### src/rtl/b64sd_pkg.sv
// Shared types, constants and the character classifier of the Base64 decoder.
// Used by every module of the block; depends on nothing.
`timescale 1ns / 1ps

package b64sd_pkg;

  localparam int COUNT_WIDTH_DEFAULT = 16;
  localparam int LIMIT_WIDTH = 16;
  localparam logic [LIMIT_WIDTH-1:0] LIMIT_RESET = 16'hFFFF;
  localparam int QUEUE_DEPTH = 4;

  localparam int APB_ADDR_WIDTH = 3;
  localparam logic [APB_ADDR_WIDTH-1:0] ADDR_OUTPUT_LIMIT = 3'd0;

  // Classifier codes: skip, pad and bad lie above the 64 sextet values; plus and slash are sextets.
  localparam logic [6:0] SYM_SKIP = 7'd64;
  localparam logic [6:0] SYM_PAD  = 7'd65;
  localparam logic [6:0] SYM_BAD  = 7'd66;
  localparam logic [6:0] SYM_PLUS = 7'd62;
  localparam logic [6:0] SYM_SLASH = 7'd63;

  typedef enum logic [1:0] {
    KIND_DATA     = 2'd0,
    KIND_DONE     = 2'd1,
    KIND_INVALID  = 2'd2,
    KIND_OVERFLOW = 2'd3
  } kind_t;

  // One queued command: up to three data bytes, then an optional status.
  typedef struct packed {
    logic [2:0][7:0] bytes;
    logic [1:0]      ndata;
    logic            has_status;
    kind_t           status_kind;
  } cmd_t;

  function automatic logic [6:0] classify(input logic [7:0] ch);
    logic [6:0] code;
    case (ch) inside
      [8'h41:8'h5A]: code = 7'(ch - 8'h41);
      [8'h61:8'h7A]: code = 7'(ch - 8'h61 + 8'd26);
      [8'h30:8'h39]: code = 7'(ch - 8'h30 + 8'd52);
      8'h2B:         code = SYM_PLUS;
      8'h2F:         code = SYM_SLASH;
      8'h0A:         code = SYM_SKIP;
      8'h3D:         code = SYM_PAD;
      default:       code = SYM_BAD;
    endcase
    return code;
  endfunction

endpackage

### src/rtl/base64_stream_decoder.sv
// Top level of the Base64 stream decoder: configuration port, front end,
// command queue and back end. Depends on b64sd_pkg and the b64sd_* modules.
`timescale 1ns / 1ps

// The decoder takes one Base64 character per input transaction and gives one
// result per output transaction: decoded bytes (kind 0) and, closing every
// message, exactly one status with last set (1 done, 2 invalid character,
// 3 output overflow). A character is taken in every cycle while the command
// queue between the front and back ends has room; the back end sends one
// result per cycle when not stalled, and a character that completes a group
// of four gives three results, so an ordinary stream runs at one character
// per cycle. The queue holds four commands, each of up to four results, and
// a command keeps its slot until its last result has gone into the output
// register. Results pass a queue slot and the output register; stalls delay
// them. Line feeds are skipped, '=' ends decoding until the end item, and
// after an error the rest of the message is dropped with no further results.
// output_limit (byte address 0, reset 65535) caps the number of bytes per
// message; a group that would pass it gives an overflow status in place of
// its bytes. Write the limit only while the block is idle.

module base64_stream_decoder #(
  parameter int COUNT_WIDTH = b64sd_pkg::COUNT_WIDTH_DEFAULT
) (
  input  logic                                clk,
  input  logic                                rst,
  // character input channel
  input  logic                                in_valid,
  output logic                                in_ready,
  input  logic [7:0]                          symbol,
  input  logic                                end_of_message,
  // result output channel
  output logic                                out_valid,
  input  logic                                out_ready,
  output logic [7:0]                          data_byte,
  output logic [1:0]                          kind,
  output logic                                last,
  // configuration port
  input  logic                                psel,
  input  logic                                penable,
  input  logic                                pwrite,
  input  logic [b64sd_pkg::APB_ADDR_WIDTH-1:0] paddr,
  input  logic [31:0]                         pwdata,
  output logic [31:0]                         prdata,
  output logic                                pready
);

  logic [b64sd_pkg::LIMIT_WIDTH-1:0] output_limit;
  logic                              fire, push, pop, head_valid;
  b64sd_pkg::cmd_t                   push_cmd, head_cmd;
  b64sd_pkg::kind_t                  out_kind;

  // The register port never inserts wait states.
  assign pready = 1'b1;
  assign prdata = (paddr == b64sd_pkg::ADDR_OUTPUT_LIMIT) ?
                  {16'd0, output_limit} : 32'd0;

  always_ff @(posedge clk) begin
    if (rst) begin
      output_limit <= b64sd_pkg::LIMIT_RESET;
    end else if (psel && penable && pwrite && pready &&
                 paddr == b64sd_pkg::ADDR_OUTPUT_LIMIT) begin
      output_limit <= pwdata[b64sd_pkg::LIMIT_WIDTH-1:0];
    end
  end

  // A character is taken whenever the queue has room, also one that produces
  // no command; such characters pass straight through with no push.
  assign fire = in_valid && in_ready;

  b64sd_front #(
    .COUNT_WIDTH (COUNT_WIDTH)
  ) u_front (
    .clk            (clk),
    .rst            (rst),
    .fire           (fire),
    .symbol         (symbol),
    .end_of_message (end_of_message),
    .output_limit   (output_limit),
    .push           (push),
    .cmd            (push_cmd)
  );

  b64sd_queue u_queue (
    .clk        (clk),
    .rst        (rst),
    .push       (push),
    .push_cmd   (push_cmd),
    .not_full   (in_ready),
    .pop        (pop),
    .head_valid (head_valid),
    .head_cmd   (head_cmd)
  );

  b64sd_back u_back (
    .clk        (clk),
    .rst        (rst),
    .head_valid (head_valid),
    .head_cmd   (head_cmd),
    .pop        (pop),
    .out_valid  (out_valid),
    .out_ready  (out_ready),
    .data_byte  (data_byte),
    .out_kind   (out_kind),
    .last       (last)
  );

  assign kind = out_kind;

endmodule

### src/rtl/b64sd_front.sv
// Front end: accepts characters, keeps the per-message decode state and
// turns each character into at most one command. Depends on b64sd_pkg.
`timescale 1ns / 1ps

module b64sd_front #(
  parameter int COUNT_WIDTH = b64sd_pkg::COUNT_WIDTH_DEFAULT
) (
  input  logic                            clk,
  input  logic                            rst,
  input  logic                            fire,
  input  logic [7:0]                      symbol,
  input  logic                            end_of_message,
  input  logic [b64sd_pkg::LIMIT_WIDTH-1:0] output_limit,
  output logic                            push,
  output b64sd_pkg::cmd_t                 cmd
);

  localparam int SumW = ((COUNT_WIDTH + 1) > b64sd_pkg::LIMIT_WIDTH) ?
                        (COUNT_WIDTH + 1) : b64sd_pkg::LIMIT_WIDTH;

  logic [17:0]            acc, acc_next;
  logic [1:0]             cnt, cnt_next;
  logic [COUNT_WIDTH-1:0] emitted, emitted_next;
  logic                   pad, pad_next;
  logic                   drain, drain_next;

  logic [6:0]      code;
  logic [SumW-1:0] sum1, sum2, sum3, limit_ext;
  logic            room1, room2, room3;
  logic            group_ovf, clear;

  assign code      = b64sd_pkg::classify(symbol);
  assign limit_ext = SumW'(output_limit);
  assign sum1      = SumW'(emitted) + SumW'(1);
  assign sum2      = SumW'(emitted) + SumW'(2);
  assign sum3      = SumW'(emitted) + SumW'(3);
  // A sum must not exceed the limit and must fit in the counter.
  assign room1 = (sum1 <= limit_ext) && (sum1[SumW-1:COUNT_WIDTH] == '0);
  assign room2 = (sum2 <= limit_ext) && (sum2[SumW-1:COUNT_WIDTH] == '0);
  assign room3 = (sum3 <= limit_ext) && (sum3[SumW-1:COUNT_WIDTH] == '0);

  always_comb begin
    cmd             = '0;
    cmd.status_kind = b64sd_pkg::KIND_DONE;
    acc_next        = acc;
    cnt_next        = cnt;
    emitted_next    = emitted;
    pad_next        = pad;
    drain_next      = drain;
    group_ovf       = 1'b0;
    clear           = 1'b0;
    if (drain) begin
      clear = end_of_message;
    end else if (!pad && code == b64sd_pkg::SYM_BAD) begin
      cmd.has_status  = 1'b1;
      cmd.status_kind = b64sd_pkg::KIND_INVALID;
      clear           = end_of_message;
      drain_next      = !end_of_message;
    end else begin
      if (!pad && code == b64sd_pkg::SYM_PAD) begin
        pad_next = 1'b1;
      end else if (!pad && !code[6]) begin
        if (cnt == 2'd3) begin
          if (!room3) begin
            group_ovf       = 1'b1;
            cmd.has_status  = 1'b1;
            cmd.status_kind = b64sd_pkg::KIND_OVERFLOW;
            clear           = end_of_message;
            drain_next      = !end_of_message;
          end else begin
            cmd.bytes[0] = acc[17:10];
            cmd.bytes[1] = {acc[9:2]};
            cmd.bytes[2] = {acc[1:0], code[5:0]};
            cmd.ndata    = 2'd3;
            emitted_next = emitted + COUNT_WIDTH'(3);
            acc_next     = '0;
            cnt_next     = 2'd0;
          end
        end else begin
          acc_next = {acc[11:0], code[5:0]};
          cnt_next = cnt + 2'd1;
        end
      end
      // The end item flushes a partial group and closes the message.
      if (end_of_message && !group_ovf) begin
        clear          = 1'b1;
        cmd.has_status = 1'b1;
        case (cnt_next)
          2'd3: begin
            if (room2) begin
              cmd.bytes[0] = acc_next[17:10];
              cmd.bytes[1] = acc_next[9:2];
              cmd.ndata    = 2'd2;
            end else begin
              cmd.status_kind = b64sd_pkg::KIND_OVERFLOW;
            end
          end
          2'd2: begin
            if (room1) begin
              cmd.bytes[0] = acc_next[11:4];
              cmd.ndata    = 2'd1;
            end else begin
              cmd.status_kind = b64sd_pkg::KIND_OVERFLOW;
            end
          end
          default: begin
            cmd.status_kind = b64sd_pkg::KIND_DONE;
          end
        endcase
      end
    end
    if (clear) begin
      acc_next     = '0;
      cnt_next     = 2'd0;
      emitted_next = '0;
      pad_next     = 1'b0;
      drain_next   = 1'b0;
    end
  end

  assign push = fire && (cmd.has_status || cmd.ndata != 2'd0);

  always_ff @(posedge clk) begin
    if (rst) begin
      acc     <= '0;
      cnt     <= 2'd0;
      emitted <= '0;
      pad     <= 1'b0;
      drain   <= 1'b0;
    end else if (fire) begin
      acc     <= acc_next;
      cnt     <= cnt_next;
      emitted <= emitted_next;
      pad     <= pad_next;
      drain   <= drain_next;
    end
  end

endmodule

### src/rtl/b64sd_queue.sv
// Short command queue between the front and back ends of the decoder.
// Depends on b64sd_pkg for the command type and depth.
`timescale 1ns / 1ps

module b64sd_queue (
  input  logic            clk,
  input  logic            rst,
  input  logic            push,
  input  b64sd_pkg::cmd_t push_cmd,
  output logic            not_full,
  input  logic            pop,
  output logic            head_valid,
  output b64sd_pkg::cmd_t head_cmd
);

  localparam int Depth = b64sd_pkg::QUEUE_DEPTH;
  localparam int AddrW = $clog2(Depth);

  b64sd_pkg::cmd_t    slots [Depth];
  logic [AddrW-1:0]   wr_ptr, rd_ptr;
  logic [AddrW:0]     count;

  assign not_full   = (count != (AddrW + 1)'(Depth));
  assign head_valid = (count != '0);
  assign head_cmd   = slots[rd_ptr];

  always_ff @(posedge clk) begin
    if (push) begin
      slots[wr_ptr] <= push_cmd;
    end
  end

  always_ff @(posedge clk) begin
    if (rst) begin
      wr_ptr <= '0;
      rd_ptr <= '0;
      count  <= '0;
    end else begin
      if (push) begin
        wr_ptr <= (wr_ptr == AddrW'(Depth - 1)) ? '0 : wr_ptr + AddrW'(1);
      end
      if (pop) begin
        rd_ptr <= (rd_ptr == AddrW'(Depth - 1)) ? '0 : rd_ptr + AddrW'(1);
      end
      if (push && !pop) begin
        count <= count + (AddrW + 1)'(1);
      end else if (pop && !push) begin
        count <= count - (AddrW + 1)'(1);
      end
    end
  end

endmodule

### src/rtl/b64sd_back.sv
// Back end: plays each queued command out as single result transactions
// through the output register. Depends on b64sd_pkg.
`timescale 1ns / 1ps

module b64sd_back (
  input  logic             clk,
  input  logic             rst,
  input  logic             head_valid,
  input  b64sd_pkg::cmd_t  head_cmd,
  output logic             pop,
  output logic             out_valid,
  input  logic             out_ready,
  output logic [7:0]       data_byte,
  output b64sd_pkg::kind_t out_kind,
  output logic             last
);

  logic [1:0] pos;
  logic [2:0] total;
  logic       load, is_data, last_item;
  logic [7:0] sel_byte;

  assign total     = {1'b0, head_cmd.ndata} + {2'b0, head_cmd.has_status};
  assign is_data   = (pos < head_cmd.ndata);
  assign last_item = ({1'b0, pos} + 3'd1 == total);
  assign load      = head_valid && (!out_valid || out_ready);
  assign pop       = load && last_item;

  always_comb begin
    case (pos)
      2'd0:    sel_byte = head_cmd.bytes[0];
      2'd1:    sel_byte = head_cmd.bytes[1];
      2'd2:    sel_byte = head_cmd.bytes[2];
      default: sel_byte = 8'd0;
    endcase
  end

  always_ff @(posedge clk) begin
    if (rst) begin
      pos       <= 2'd0;
      out_valid <= 1'b0;
    end else begin
      if (load) begin
        out_valid <= 1'b1;
        pos       <= last_item ? 2'd0 : pos + 2'd1;
      end else if (out_ready) begin
        out_valid <= 1'b0;
      end
    end
  end

  always_ff @(posedge clk) begin
    if (load) begin
      data_byte <= is_data ? sel_byte : 8'd0;
      out_kind  <= is_data ? b64sd_pkg::KIND_DATA : head_cmd.status_kind;
      last      <= !is_data;
    end
  end

endmodule

### config.mk
export PLATFORM = sky130hd
export DESIGN_NAME = base64_stream_decoder
export DESIGN_NICKNAME = d
export VERILOG_FILES = /design/src/rtl/b64sd_pkg.sv /design/src/rtl/base64_stream_decoder.sv /design/src/rtl/b64sd_front.sv /design/src/rtl/b64sd_queue.sv /design/src/rtl/b64sd_back.sv
export SDC_FILE = /design/constraint.sdc
export NUM_CORES = 1
export LEC_CHECK = 0
export BUFFER_PORTS_ARGS = -buffer_cell sky130_fd_sc_hd__buf_2
export CORE_AREA = 2 2 140 142
export CTS_CLUSTER_DIAMETER = 150
export DETAILED_ROUTE_END_ITERATION = 6
export DIE_AREA = 0 0 142 144
export GPL_ROUTABILITY_DRIVEN = 1
export GPL_TIMING_DRIVEN = 0
export PLACE_DENSITY = 0.79
export SETUP_SLACK_MARGIN = 0.15
export SLEW_MARGIN = 40
export SYNTH_ARGS = -nofsm -noshare
export SYNTH_HDL_FRONTEND = slang
export SYNTH_SLANG_ARGS = --single-unit
export TNS_END_PERCENT = 50
### constraint.sdc
create_clock -name clk -period 6.7 [get_ports clk]
set_input_delay 0.67 -clock clk [delete_from_list [all_inputs] [get_ports clk]]
set_output_delay 0.67 -clock clk [all_outputs]
set_load 0.01 [all_outputs]
==> run summary, run 1 <==
Sequential area share after synthesis -> 46.20%
Area Overhead vs Synth -> 12.19%
Destination of the worst hold path -> output_limit[15]
Clock tree from TritonCTS -> built
Sort of element at the start of the critical path -> flop
Iter 0 DRT Violations -> 645
Number of different library cells in the post-synthesis netlist -> 92
Worst setup skew after layout -> 0.01398 ns
Launch instance of the worst register-to-register path -> u_front.emitted[0]
Cell count after synthesis -> 1,008
Post-cts resize count -> 0
Power per cell area -> 255.3 nW/um^2
Classification of the worst-slack hold path -> primary input to flop
Static Leak -> 4.857 nW
Vias per Instance -> 6.147
Number of nets with antenna violations after routing -> 0
Time the final worst path needs with I/O delays and setup -> 6.067 ns
FMAX -> 164.8 MHz
X dimension of the die -> 142 um
Post-route clock period utilization -> 90.56%
Clock transition at the registers of the reported paths -> 0.08 ns
Worst R2R End -> u_queue.slots[0][17]
Total setup violations reported at the end of the flow -> 0
Kind of critical path -> flop to flop
DR vias -> 8,342
Cell area after layout -> 12,470 sq um
Max-slew violation count -> 0
Placed cell areas -> 11,880 sq um
Wire length of the first global-routing pass -> 41.65 mm
Diodes inserted -> 0
Root buffer cell -> sky130_fd_sc_hd__clkbuf_16
Fraction of registers with async set/reset -> 0%
Number of antenna violations at the first check in global routing -> 1
Summed negative setup slack over all endpoints -> 0 ns
GP Congestion -> 0.9246
# nets final -> 1,231
Max FO, Critical Path -> 10
Sum of overflow across all layers after global routing -> 0
Leading register cell type out of synthesis -> sky130_fd_sc_hd__edfxtp_1
Share of cells above drive strength 1 -> 18.32%
Worst EP required -> 6.89 ns
Core region area -> 19,080 sq um
Mapped cell area -> 11,110 sq um
Relative slew margins -> 38.19%
Setup slack, reg-to-reg -> 0.63 ns
Arrival time reported for the critical path endpoint -> 6.26 ns
Average detailed-routed wire length per instance -> 19.47 um
Maximum clock insertion buffer count -> 2
Count of clock tree sinks -> 193
Io pins -> 97
Hold Startpoint -> pwdata[15]
Number of enable flip-flop cells after synthesis -> 127
Cell type with the highest occurrence count on the critical path -> sky130_fd_sc_hd__ha_1
Element type at the critical path end -> flop
Die outline area -> 20,450 sq um
Post-route DRC -> 0
Source-to-sink clock delay at the later pin of the worst-skew pair -> 0.44 ns
Outcome -> complete, no violations
RSZ-0062 raised after global routing -> false
Number of synthesized register bits -> 193
Post-Synthesis Mean Instance Area -> 11.03 sq um
Worst Max-Slew Pin Slew -> 0.9037 ns
DR pass1 iterations -> 5
Setup bufs post-CTS -> 0
Number of placement rows -> 51
Worst path bufs/invs -> 4
Number of CTS-inserted buffers -> 17
Crit path cell chain -> clkbuf_1 > inv_1 > ha_1 > nand3b_1 > nor3_1 > xor2_1 > ha_1 > and4_1 > a2111oi_0 > o311ai_1 > nor3_2 > buf_2 > buf_4 > nand2_1 > a21oi_1
Overall routed net length -> 26.42 mm
Hpwl dp -> 19.36 mm
Largest delay share family, worst path -> simple AND/OR/NAND/NOR gates
Hold Path Depth -> 3
Via count of the first global-routing pass -> 7,894
CP max-delay cell -> sky130_fd_sc_hd__a2111oi_0
Height of the chip -> 144 um
Max Cap Viol -> 0
Syn. warnings -> 0
Pin count of the biggest net entering global routing -> 30
H-Tree Depth -> 4
Count of final hold-check violations -> 0
Effective utilization at floorplan -> 58.25%
Hold buffer count at CTS -> 0
Worst r2r path cells -> 15
IO Port Bufs -> 60
Global-route total usage across every layer -> 26.54%
Maximum single-stage delay on the critical path -> 0.78 ns
Largest vdd supply drop -> 0.2004 mV
cell type report:
type / count / area (sq um)
Fill cell: 1418 / 6610
Multi-Input combinational cell: 710 / 5508
Sequential cell: 193 / 5135
Clock buffer: 17 / 425.4
Buffer: 71 / 391.6
Timing Repair Buffer: 64 / 390.4
Tap cell: 238 / 297.8
Inverter: 49 / 183.9
Clock inverter: 15 / 137.6
kinds of logic after synthesis:
kind of cell,synth area share (%)
and+or+nand+nor,14.79
muxes,6.608
xor gates and xnor gates,3.704
buffers and inverters,5.145
AOI/OAI and AO/OA,15.09
DFF,46.20
adders and majority gates,8.398
other,0.06757
layer usage:
layer,vias to the layer above,GRT usage [%],share of wire [%]
met5,-,0,0.049
met4,2,7.947,1.6
met3,37,4.636,5.8
met2,318,45.61,50
met1,4013,34.63,42
li1,3972,-,-
how the worst max path moves through the flow:
stage,start,to,slack [ns],depth (start not counted)
after detailed placement,u_front.emitted[0],u_queue.slots[0][17],0.73,15
after global routing,u_front.emitted[0],u_queue.slots[2][10],0.46,16
after floorplan,u_front.emitted[0],u_queue.slots[0][10],1.94,15
final,u_front.emitted[0],u_queue.slots[0][17],0.63,15
after CTS,u_front.emitted[0],u_queue.slots[1][11],0.63,13
after global placement,u_front.emitted[0],u_queue.slots[0][8],0.47,16
metrics by stage:
stage	instances	setup WS [ns]	power (mW)	hold WS, ns	utilization (%)
after floorplan	1023	1.945	2.007	0.4401	-
after global placement	1321	0.4689	2.196	0.4545	61.68
after detailed placement	1324	0.7343	2.236	0.4692	62.24
after CTS	1356	0.6310	3.196	0.4430	65.19
after global routing	1357	0.4644	3.325	0.4550	65.36
final	1357	0.6327	3.184	0.4590	65.36
registers in the layout (all words and copies together), names as in the netlist, named ones only:
name              flops
output_limit         16
u_back.data_byte      8
u_back.last           1
u_back.out_kind       2
u_back.out_valid      1
u_back.pos            2
u_front.acc          18
u_front.cnt           2
u_front.drain         1
u_front.emitted      16
u_front.pad           1
u_queue.count         3
u_queue.rd_ptr        2
u_queue.slots       116
u_queue.wr_ptr        2
cell usage in the layout, fill, tap and decap left out, types with 6 or more instances in the layout:
cell type and count:
sky130_fd_sc_hd__edfxtp_1 127, sky130_fd_sc_hd__nand2_1 100, sky130_fd_sc_hd__buf_2 73, sky130_fd_sc_hd__ha_1 73
sky130_fd_sc_hd__dfxtp_1 66, sky130_fd_sc_hd__nor2_1 51, sky130_fd_sc_hd__inv_1 48, sky130_fd_sc_hd__a21oi_1 47
sky130_fd_sc_hd__mux4_2 29, sky130_fd_sc_hd__nand3_1 25, sky130_fd_sc_hd__clkbuf_1 24, sky130_fd_sc_hd__xnor2_1 24
sky130_fd_sc_hd__xor2_1 23, sky130_fd_sc_hd__buf_4 21, sky130_fd_sc_hd__and2_1 21, sky130_fd_sc_hd__o211ai_1 19
sky130_fd_sc_hd__o21ai_0 19, sky130_fd_sc_hd__nor3_1 18, sky130_fd_sc_hd__nand4_1 17, sky130_fd_sc_hd__conb_1 17
sky130_fd_sc_hd__clkbuf_16 17, sky130_fd_sc_hd__and3_1 11, sky130_fd_sc_hd__a32o_1 11, sky130_fd_sc_hd__a22oi_1 11
sky130_fd_sc_hd__o21ai_1 10, sky130_fd_sc_hd__nand2b_1 10, sky130_fd_sc_hd__nor2b_1 9, sky130_fd_sc_hd__nor4_1 8
sky130_fd_sc_hd__mux2i_1 7, sky130_fd_sc_hd__buf_1 7, sky130_fd_sc_hd__o31ai_1 7, sky130_fd_sc_hd__a22o_1 7
sky130_fd_sc_hd__a221oi_1 7, sky130_fd_sc_hd__o2bb2ai_1 6
power breakdown:
part	internal [mW]	switching [mW]	total [mW]
Sequential	1.40	0.0434	1.44
Combinational	0.325	0.446	0.771
Clock	0.492	0.478	0.970
Yosys cell counts (4+ instances only):
library cell / number / area, sq um
sky130_fd_sc_hd__and3_1: 11 / 68.82
sky130_fd_sc_hd__a211oi_1: 5 / 37.54
sky130_fd_sc_hd__nor2b_1: 9 / 56.30
sky130_fd_sc_hd__nor3_1: 19 / 95.09
sky130_fd_sc_hd__a22oi_1: 11 / 82.58
sky130_fd_sc_hd__dfxtp_1: 66 / 1321
sky130_fd_sc_hd__o2bb2ai_1: 6 / 52.55
sky130_fd_sc_hd__a2111oi_0: 10 / 87.58
sky130_fd_sc_hd__o21a_1: 5 / 37.54
sky130_fd_sc_hd__nand4_1: 17 / 106.4
sky130_fd_sc_hd__o31ai_1: 7 / 52.55
sky130_fd_sc_hd__o41ai_1: 5 / 43.79
sky130_fd_sc_hd__buf_1: 10 / 37.54
sky130_fd_sc_hd__o211ai_1: 19 / 142.6
sky130_fd_sc_hd__a221oi_1: 7 / 61.31
sky130_fd_sc_hd__inv_1: 48 / 180.2
sky130_fd_sc_hd__a31oi_1: 5 / 31.28
sky130_fd_sc_hd__buf_6: 4 / 45.04
sky130_fd_sc_hd__a21o_1: 4 / 30.03
sky130_fd_sc_hd__buf_4: 20 / 150.1
sky130_fd_sc_hd__nand2_1: 100 / 375.4
sky130_fd_sc_hd__nand2b_1: 10 / 62.56
sky130_fd_sc_hd__nand4b_1: 4 / 35.03
sky130_fd_sc_hd__clkbuf_1: 24 / 90.09
sky130_fd_sc_hd__nor4_1: 8 / 50.05
sky130_fd_sc_hd__a22o_1: 7 / 61.31
sky130_fd_sc_hd__o32ai_1: 4 / 35.03
sky130_fd_sc_hd__nand3_1: 25 / 125.1
sky130_fd_sc_hd__buf_2: 13 / 65.06
sky130_fd_sc_hd__a2bb2oi_1: 5 / 43.79
sky130_fd_sc_hd__o211a_1: 4 / 40.04
sky130_fd_sc_hd__nor2_1: 51 / 191.4
sky130_fd_sc_hd__a32o_1: 11 / 110.1
sky130_fd_sc_hd__mux4_2: 29 / 653.1
sky130_fd_sc_hd__xor2_1: 23 / 201.4
sky130_fd_sc_hd__edfxtp_1: 127 / 3814
sky130_fd_sc_hd__o21ai_0: 19 / 95.09
sky130_fd_sc_hd__xnor2_1: 24 / 210.2
sky130_fd_sc_hd__or3_1: 4 / 25.02
sky130_fd_sc_hd__and2_1: 25 / 156.4
sky130_fd_sc_hd__o21ai_1: 10 / 50.05
sky130_fd_sc_hd__a21oi_1: 47 / 235.2
sky130_fd_sc_hd__ha_1: 73 / 913.4
sky130_fd_sc_hd__mux2i_1: 7 / 70.07
worst reg2reg max path, cell delays in order (launching register included):
cell and delay, ns:
sky130_fd_sc_hd__dfxtp_1 0.38, sky130_fd_sc_hd__clkbuf_1 0.35, sky130_fd_sc_hd__inv_1 0.12, sky130_fd_sc_hd__ha_1 0.28, sky130_fd_sc_hd__nand3b_1 0.29, sky130_fd_sc_hd__nor3_1 0.75
sky130_fd_sc_hd__xor2_1 0.16, sky130_fd_sc_hd__ha_1 0.34, sky130_fd_sc_hd__and4_1 0.21, sky130_fd_sc_hd__a2111oi_0 0.78, sky130_fd_sc_hd__o311ai_1 0.29, sky130_fd_sc_hd__nor3_2 0.76
sky130_fd_sc_hd__buf_2 0.39, sky130_fd_sc_hd__buf_4 0.23, sky130_fd_sc_hd__nand2_1 0.07, sky130_fd_sc_hd__a21oi_1 0.41
(Power assumes the default switching activity.)
==> run 2, diff against run 1 <==
--- a/config.mk
+++ b/config.mk
@@ -6,13 +6,13 @@
 export NUM_CORES = 1
 export LEC_CHECK = 0
 export BUFFER_PORTS_ARGS = -buffer_cell sky130_fd_sc_hd__buf_2
-export CORE_AREA = 2 2 140 142
+export CORE_AREA = 2 2 146 148
 export CTS_CLUSTER_DIAMETER = 150
 export DETAILED_ROUTE_END_ITERATION = 6
-export DIE_AREA = 0 0 142 144
+export DIE_AREA = 0 0 148 150
 export GPL_ROUTABILITY_DRIVEN = 1
 export GPL_TIMING_DRIVEN = 0
-export PLACE_DENSITY = 0.79
+export PLACE_DENSITY = 0.76
 export SETUP_SLACK_MARGIN = 0.15
 export SLEW_MARGIN = 40
 export SYNTH_ARGS = -nofsm -noshare
==> constraint.sdc (replaced) <==
create_clock -name clk -period 5.5 [get_ports clk]
set_input_delay 0.55 -clock clk [delete_from_list [all_inputs] [get_ports clk]]
set_output_delay 0.55 -clock clk [all_outputs]
set_load 0.01 [all_outputs]
==> run 2 against run 1 <==
- worst setup slack got worse by 0.26 ns
- critical endpoint is now u_queue.slots[0][10]
- register-to-register slack got worse by 0.26 ns
- cell count increased by 3.2%
==> run summary, run 2 (synthesis gave the netlist of run 1 again) <==
GR peak layer -> met2
Most frequent cells in the layout -> sky130_fd_sc_hd__edfxtp_1, sky130_fd_sc_hd__nand2_1, sky130_fd_sc_hd__buf_2
Worst slack, placed -> -0.4409 ns (-1.175 ns)
Met1 global-route usage -> 32.50% (-2.1 points)
X dimension of the die -> 148 um (+4.2%)
Number of placement rows -> 53 (+3.9%)
Total power -> 3.937 mW (+24%)
Element type at the critical path end -> flop
Root buffer cell -> sky130_fd_sc_hd__clkbuf_16
Sum of overflow across all layers after global routing -> 0 (unchanged)
Clock tree from TritonCTS -> built
Hold Startpoint -> pwdata[0]
Max Cap Viol -> 0 (unchanged)
Worst R2R End -> u_queue.slots[0][10]
Vias per Instance -> 6.106 (-0.68%)
Cell area after layout -> 12,650 sq um (+1.4%)
Largest vdd supply drop -> 0.2609 mV (+30%)
GP Congestion -> 0.9083 (-1.8%)
Worst slack on hold paths -> 0.3164 ns (-0.1426 ns)
Register name with the most flops -> u_queue.slots
Summed negative setup slack over all endpoints -> 0 ns (unchanged)
Classification of the worst-slack hold path -> primary input to flop
Post-route DRC -> 0 (unchanged)
Leading registers by flop count -> u_queue.slots: 116 flops, u_front.acc: 18 flops
Maximum clock insertion buffer count -> 2 (unchanged)
Met3 Resource Use GR -> 4.390% (-0.25 points)
Fill cell instance count of the final layout -> 1,626 (+15%)
IO Port Bufs -> 60 (unchanged)
Launch instance of the worst register-to-register path -> u_front.emitted[0]
Global-route total usage across every layer -> 25.63% (-0.91 points)
Overall routed net length -> 27.95 mm (+5.8%)
P_sw -> 1.233 mW (+27%)
Number of antenna violations at the first check in global routing -> 1 (unchanged)
Max FO, Critical Path -> 10 (unchanged)
Average detailed-routed wire length per instance -> 19.95 um (+2.5%)
Source-to-sink clock delay at the later pin of the worst-skew pair -> 0.45 ns (about the same)
Register share of total power -> 44.8% (-0.5 points)
Combinational Power Share -> 24.7% (+0.5 points)
Maximum single-stage delay on the critical path -> 0.59 ns (-0.19 ns)
Internal power -> 2.704 mW (+22%)
Total setup violations reported at the end of the flow -> 0 (unchanged)
Worst setup skew after layout -> 0.01768 ns (+0.003707 ns)
Max-slew violation count -> 0 (unchanged)
H-Tree Depth -> 4 (unchanged)
# nets final -> 1,237 (+0.49%)
Kind of critical path -> flop to flop
Met2 Resource Use GR -> 43.82% (-1.8 points)
Wire length of the first global-routing pass -> 43.87 mm (+5.3%)
Flip-flop count of the largest register, all copies and words added -> 116 (unchanged)
Part of the power in the clock network -> 30.5% (about the same)
RSZ-0062 raised after global routing -> false
Number of nets with antenna violations after routing -> 0 (unchanged)
DR vias -> 8,554 (+2.5%)
Pin count of the biggest net entering global routing -> 22 (-27%)
Hold Path Depth -> 3 (unchanged)
FMAX -> 195.2 MHz (+18%)
Number of CTS-inserted buffers -> 17 (unchanged)
Die outline area -> 22,200 sq um (+8.6%)
Relative slew margins -> 50.56% (+12 points)
Count of clock tree sinks -> 193 (unchanged)
Via count of the first global-routing pass -> 8,191 (+3.8%)
Placed cell areas -> 11,950 sq um (+0.62%)
Effective utilization at floorplan -> 53.72% (-4.5 points)
Outcome -> complete, no violations
Power per cell area -> 311.2 nW/um^2 (+22%)
Core region area -> 20,690 sq um (+8.4%)
Area Overhead vs Synth -> 13.81%
Worst EP required -> 5.68 ns (-1.21 ns)
Hpwl dp -> 20.54 mm (+6.1%)
Count of final hold-check violations -> 0 (unchanged)
Setup slack of the critical path after layout -> 0.3775 ns (-0.2552 ns)
Setup slack, reg-to-reg -> 0.38 ns (-0.26 ns)
Post-route clock period utilization -> 93.14% (+2.6 points)
Iter 0 DRT Violations -> 657 (+1.9%)
Switch share -> 31.32% (+0.93 points)
Worst r2r path cells -> 16 (+1)
Arrival time reported for the critical path endpoint -> 5.30 ns (-0.96 ns)
Static Leak -> 4.913 nW (+1.2%)
Sort of element at the start of the critical path -> flop
DR pass1 iterations -> 6 (+1)
Hold buffer count at CTS -> 0 (unchanged)
Io pins -> 97 (unchanged)
Time the final worst path needs with I/O delays and setup -> 5.122 ns (-0.9448 ns)
Clock transition at the registers of the reported paths -> 0.08 ns (about the same)
Destination of the worst hold path -> output_limit[0]
Most common library cell in the layout ignoring fill and taps -> sky130_fd_sc_hd__edfxtp_1
Crit path cell chain -> clkbuf_2 > inv_1 > ha_1 > nand3b_1 > nor3_2 > nand2_1 > xnor2_1 > ha_1 > nand3_1 > or2_2 > or4_1 > nand3_1 > buf_2 > buf_2 > a221oi_1 > a2111oi_2
Share of cells above drive strength 1 -> 19.73% (+1.4 points)
Worst Max-Slew Pin Slew -> 0.7360 ns (-0.1678 ns)
Height of the chip -> 150 um (+4.2%)
CP max-delay cell -> sky130_fd_sc_hd__or4_1
[run 2: worst max path at each step]
stage	from	end	cells past startpoint
after floorplan	u_front.emitted[0]	u_queue.slots[0][10]	15
after global placement	u_front.emitted[0]	u_queue.slots[1][8]	15
after detailed placement	u_front.emitted[0]	u_queue.slots[0][12]	15
after CTS	u_front.emitted[0]	u_queue.slots[0][3]	13
after global routing	u_front.emitted[1]	u_queue.slots[0][10]	15
final	u_front.emitted[0]	u_queue.slots[0][10]	16
[run 2: power groups by stage]
stage / logic, mW / registers [mW] / clock network, mW
after global routing: 1.05 / 1.77 / 1.26
after CTS: 0.969 / 1.76 / 1.21
after floorplan: 0.640 / 1.80 / 0
final: 0.974 / 1.76 / 1.20
after detailed placement: 0.946 / 1.79 / 0
after global placement: 0.893 / 1.78 / 0
[run 2: layer usage]
metal | vias to the layer above | part of all wire, %
met3 | 75 | 5.9
met4 | 0 | 3.2
met5 | - | 0
met2 | 358 | 49
li1 | 3999 | -
met1 | 4122 | 42
[run 2: per-stage QoR]
step | util [%] | std cells
floorplan | - | 1023
global placement | 57.11 | 1358
detailed placement | 57.75 | 1362
CTS | 60.83 | 1397
global route | 61.13 | 1400
finish | 61.14 | 1401
[run 2: repair_timing]
| item | CTS | global route |
|---|---|---|
| setup endpoints to repair | 91 | 90 |
| buffers inserted | 3 | 2 |
| resized for setup | 11 | 12 |
| gates cloned | 0 | 0 |
| pin swaps | 1 | 2 |
[run 2: final cells by class]
| type | instances | area, sq um | share of cell area, % |
|---|---|---|---|
| inverter | 49 | 183.9 | 1.454 |
| tap | 275 | 344.1 | 2.720 |
| clock inverter | 15 | 136.4 | 1.078 |
| sequential | 193 | 5135 | 40.59 |
| multi-input combinational | 710 | 5570 | 44.04 |
| buffer | 71 | 396.6 | 3.136 |
| clock buffer | 17 | 425.4 | 3.363 |
| antenna | 1 | 2.502 | 0.01978 |
| timing repair buffer | 70 | 455.4 | 3.600 |
[run 2: worst max-delay path, delay by kind of cell, from the launching register on]
kind	cells	cell delay [ns]
AO/OA/AOI/OAI	2	0.63
XOR/XNOR	1	0.17
adder cells (fa/ha/maj)	2	0.62
buffers and inverters	4	0.86
flip-flops	1	0.39
AND/OR/NAND/NOR	7	2.19
==> run 3, diff against run 2 <==
--- a/config.mk
+++ b/config.mk
@@ -13,7 +13,7 @@
 export GPL_ROUTABILITY_DRIVEN = 1
 export GPL_TIMING_DRIVEN = 0
 export PLACE_DENSITY = 0.76
-export SETUP_SLACK_MARGIN = 0.15
+export SETUP_SLACK_MARGIN = 0.5
 export SLEW_MARGIN = 40
 export SYNTH_ARGS = -nofsm -noshare
 export SYNTH_HDL_FRONTEND = slang
==> run 3 against run 2 <==
- non-clock buffer count is 3 higher
- utilization increased by 0.64 points
- worst hold slack improved by 0.0033 ns
- worst setup slack better by 0.28 ns
- via count is 0.46% higher
==> run summary, run 3 (synthesis gave the netlist of run 1 again) <==
Outcome -> complete, no violations
Number of antenna violations at the first check in global routing -> 1 (unchanged)
Utilization after layout -> 61.77% (+0.64 points)
Cell area after layout -> 12,780 sq um (+1.0%)
Max-slew violation count -> 0 (unchanged)
Overall routed net length -> 28.60 mm (+2.3%)
Number of nets with antenna violations after routing -> 0 (unchanged)
P_sw -> 1.244 mW (+0.88%)
Number of CTS-inserted buffers -> 17 (unchanged)
Wire length of the first global-routing pass -> 44.03 mm (+0.36%)
Power per cell area -> 309.0 nW/um^2 (-0.72%)
Average detailed-routed wire length per instance -> 20.39 um (+2.2%)
Maximum single-stage delay on the critical path -> 0.55 ns (-0.04 ns)
Via count of the first global-routing pass -> 8,240 (+0.60%)
Io pins -> 97 (unchanged)
Worst EP required -> 5.65 ns (-0.03 ns)
Post-route clock period utilization -> 88.08% (-5.1 points)
Kind of critical path -> flop to flop
Summed negative setup slack over all endpoints -> 0 ns (unchanged)
Maximum clock insertion buffer count -> 2 (unchanged)
Iter 0 DRT Violations -> 702 (+6.8%)
Global-route total usage across every layer -> 25.70% (+0.066 points)
Launch instance of the worst register-to-register path -> u_front.emitted[0]
Clock tree from TritonCTS -> built
Arrival time reported for the critical path endpoint -> 5.00 ns (-0.30 ns)
Worst Max-Slew Pin Slew -> 0.7323 ns (-0.003696 ns)
Most frequent cells in the layout -> sky130_fd_sc_hd__edfxtp_1, sky130_fd_sc_hd__nand2_1, sky130_fd_sc_hd__buf_2
Most common library cell in the layout ignoring fill and taps -> sky130_fd_sc_hd__edfxtp_1
FMAX -> 206.4 MHz (+5.7%)
Total power -> 3.949 mW (+0.31%)
Instance count after placement with tap cells included -> 1,362 (unchanged)
Total setup violations reported at the end of the flow -> 0 (unchanged)
Classification of the worst-slack hold path -> primary input to flop
Effective utilization at floorplan -> 53.72% (unchanged)
Count of clock tree sinks -> 193 (unchanged)
Share of cells above drive strength 1 -> 21.10% (+1.4 points)
Hpwl dp -> 20.54 mm (unchanged)
Register share of total power -> 44.7% (about the same)
Count of final hold-check violations -> 0 (unchanged)
Post-route DRC -> 0 (unchanged)
Flip-flop count of the largest register, all copies and words added -> 116 (unchanged)
CP max-delay cell -> sky130_fd_sc_hd__or4_4
Worst slack on hold paths -> 0.3197 ns (+0.003280 ns)
Register name with the most flops -> u_queue.slots
Part of the power in the clock network -> 30.5% (about the same)
Launch point of the critical path -> u_front.emitted[0]
Sort of element at the start of the critical path -> flop
Sum of overflow across all layers after global routing -> 0 (unchanged)
Hold Startpoint -> pwdata[0]
H-Tree Depth -> 4 (unchanged)
Height of the chip -> 150 um (unchanged)
IO Port Bufs -> 60 (unchanged)
GP Congestion -> 0.9083 (unchanged)
Number of placement rows -> 53 (unchanged)
Clock transition at the registers of the reported paths -> 0.08 ns (about the same)
Worst slack, placed -> -0.4409 ns (unchanged)
Worst r2r path cells -> 18 (+2)
Max Cap Viol -> 0 (unchanged)
Combinational Power Share -> 24.8% (about the same)
Root buffer cell -> sky130_fd_sc_hd__clkbuf_16
Setup slack of the critical path after layout -> 0.6555 ns (+0.2779 ns)
Hold buffer count at CTS -> 0 (unchanged)
Die outline area -> 22,200 sq um (unchanged)
Placed cell areas -> 11,950 sq um (unchanged)
Pin count of the biggest net entering global routing -> 22 (unchanged)
Max FO, Critical Path -> 9 (-1)
Source-to-sink clock delay at the later pin of the worst-skew pair -> 0.45 ns (about the same)
Internal power -> 2.705 mW (about the same)
DR pass1 iterations -> 5 (-1)
Area Overhead vs Synth -> 14.99%
Leading registers by flop count -> u_queue.slots: 116 flops, u_front.acc: 18 flops
Switch share -> 31.49% (+0.18 points)
Vias per Instance -> 6.125 (+0.31%)
Diodes inserted -> 0 (-1)
Worst setup skew after layout -> 0.01762 ns (-0.00005910 ns)
Core region area -> 20,690 sq um (unchanged)
Time the final worst path needs with I/O delays and setup -> 4.845 ns (-0.2779 ns)
Crit path cell chain -> clkbuf_4 > inv_1 > ha_1 > nand3b_1 > nor2_2 > nand3_1 > nor2_2 > xor2_1 > ha_1 > nand4_1 > or2_2 > or4_4 > a41oi_1 > nand4_1 > buf_4 > buf_4 > nor2_1 > a2111oi_4
# nets final -> 1,240 (+0.24%)
Relative slew margins -> 50.81% (+0.25 points)
DR vias -> 8,593 (+0.46%)
Static Leak -> 4.951 nW (+0.79%)
RSZ-0062 raised after global routing -> true
Non-filler cells, final -> 1,403 (+0.14%)
Largest vdd supply drop -> 0.2590 mV (-0.73%)
X dimension of the die -> 148 um (unchanged)
Element type at the critical path end -> flop
Hold Path Depth -> 3 (unchanged)
[run 3: cell count changes in the layout (fill, tap and decap cells not counted), sizes merged]
| cell | before | now |
|---|---|---|
| diode | 1 | 0 |
| clkbuf | 43 | 45 |
| buf | 115 | 116 |
[run 3: cell type report]
cell class	instances	area (sq um)
clock inverters	15	136.4
multi-input cells	710	5673
well taps	275	344.1
plain buffers	71	404.1
clock buffers	17	425.4
inverters	49	183.9
fillers	1609	7909
flip-flops and latches	193	5136
repair buffers	73	478.0
[run 3: final timing paths]
check	endpoint	slack (ns)
hold / removal	output_limit[0]	0.32
hold reg to reg	u_front.acc[1]	0.49
setup / recovery	u_queue.slots[3][9]	0.66
setup reg to reg	u_queue.slots[3][9]	0.66
[run 3: routing by layer]
layer / track usage (%) / wire, um
met5: 0 / 0
met4: 10.52 / 927
met3: 4.390 / 1688
met2: 43.98 / 14180
met1: 32.48 / 11810
[run 3: repair_timing]
item,CTS,global route
resized for setup,18,26
pin swaps,4,7
cloned,0,0
setup endpoints to repair,129,92
setup buffers,6,2
[run 3: worst max-delay path: cells and delay by family, from the launching register on]
| kind | cells | cell delay, ns |
|---|---|---|
| buffers and inverters | 4 | 0.66 |
| xor gates and xnor gates | 1 | 0.11 |
| AOI/OAI and AO/OA | 2 | 0.41 |
| adders and majority gates | 2 | 0.62 |
| DFF | 1 | 0.40 |
| and+or+nand+nor | 9 | 2.35 |
[run 3: power groups by stage]
stage	clock network (mW)	registers, mW	logic, mW
after global routing	1.26	1.78	1.06
after global placement	0	1.78	0.893
after CTS	1.21	1.76	0.969
after floorplan	0	1.80	0.640
final	1.21	1.76	0.979
after detailed placement	0	1.79	0.946
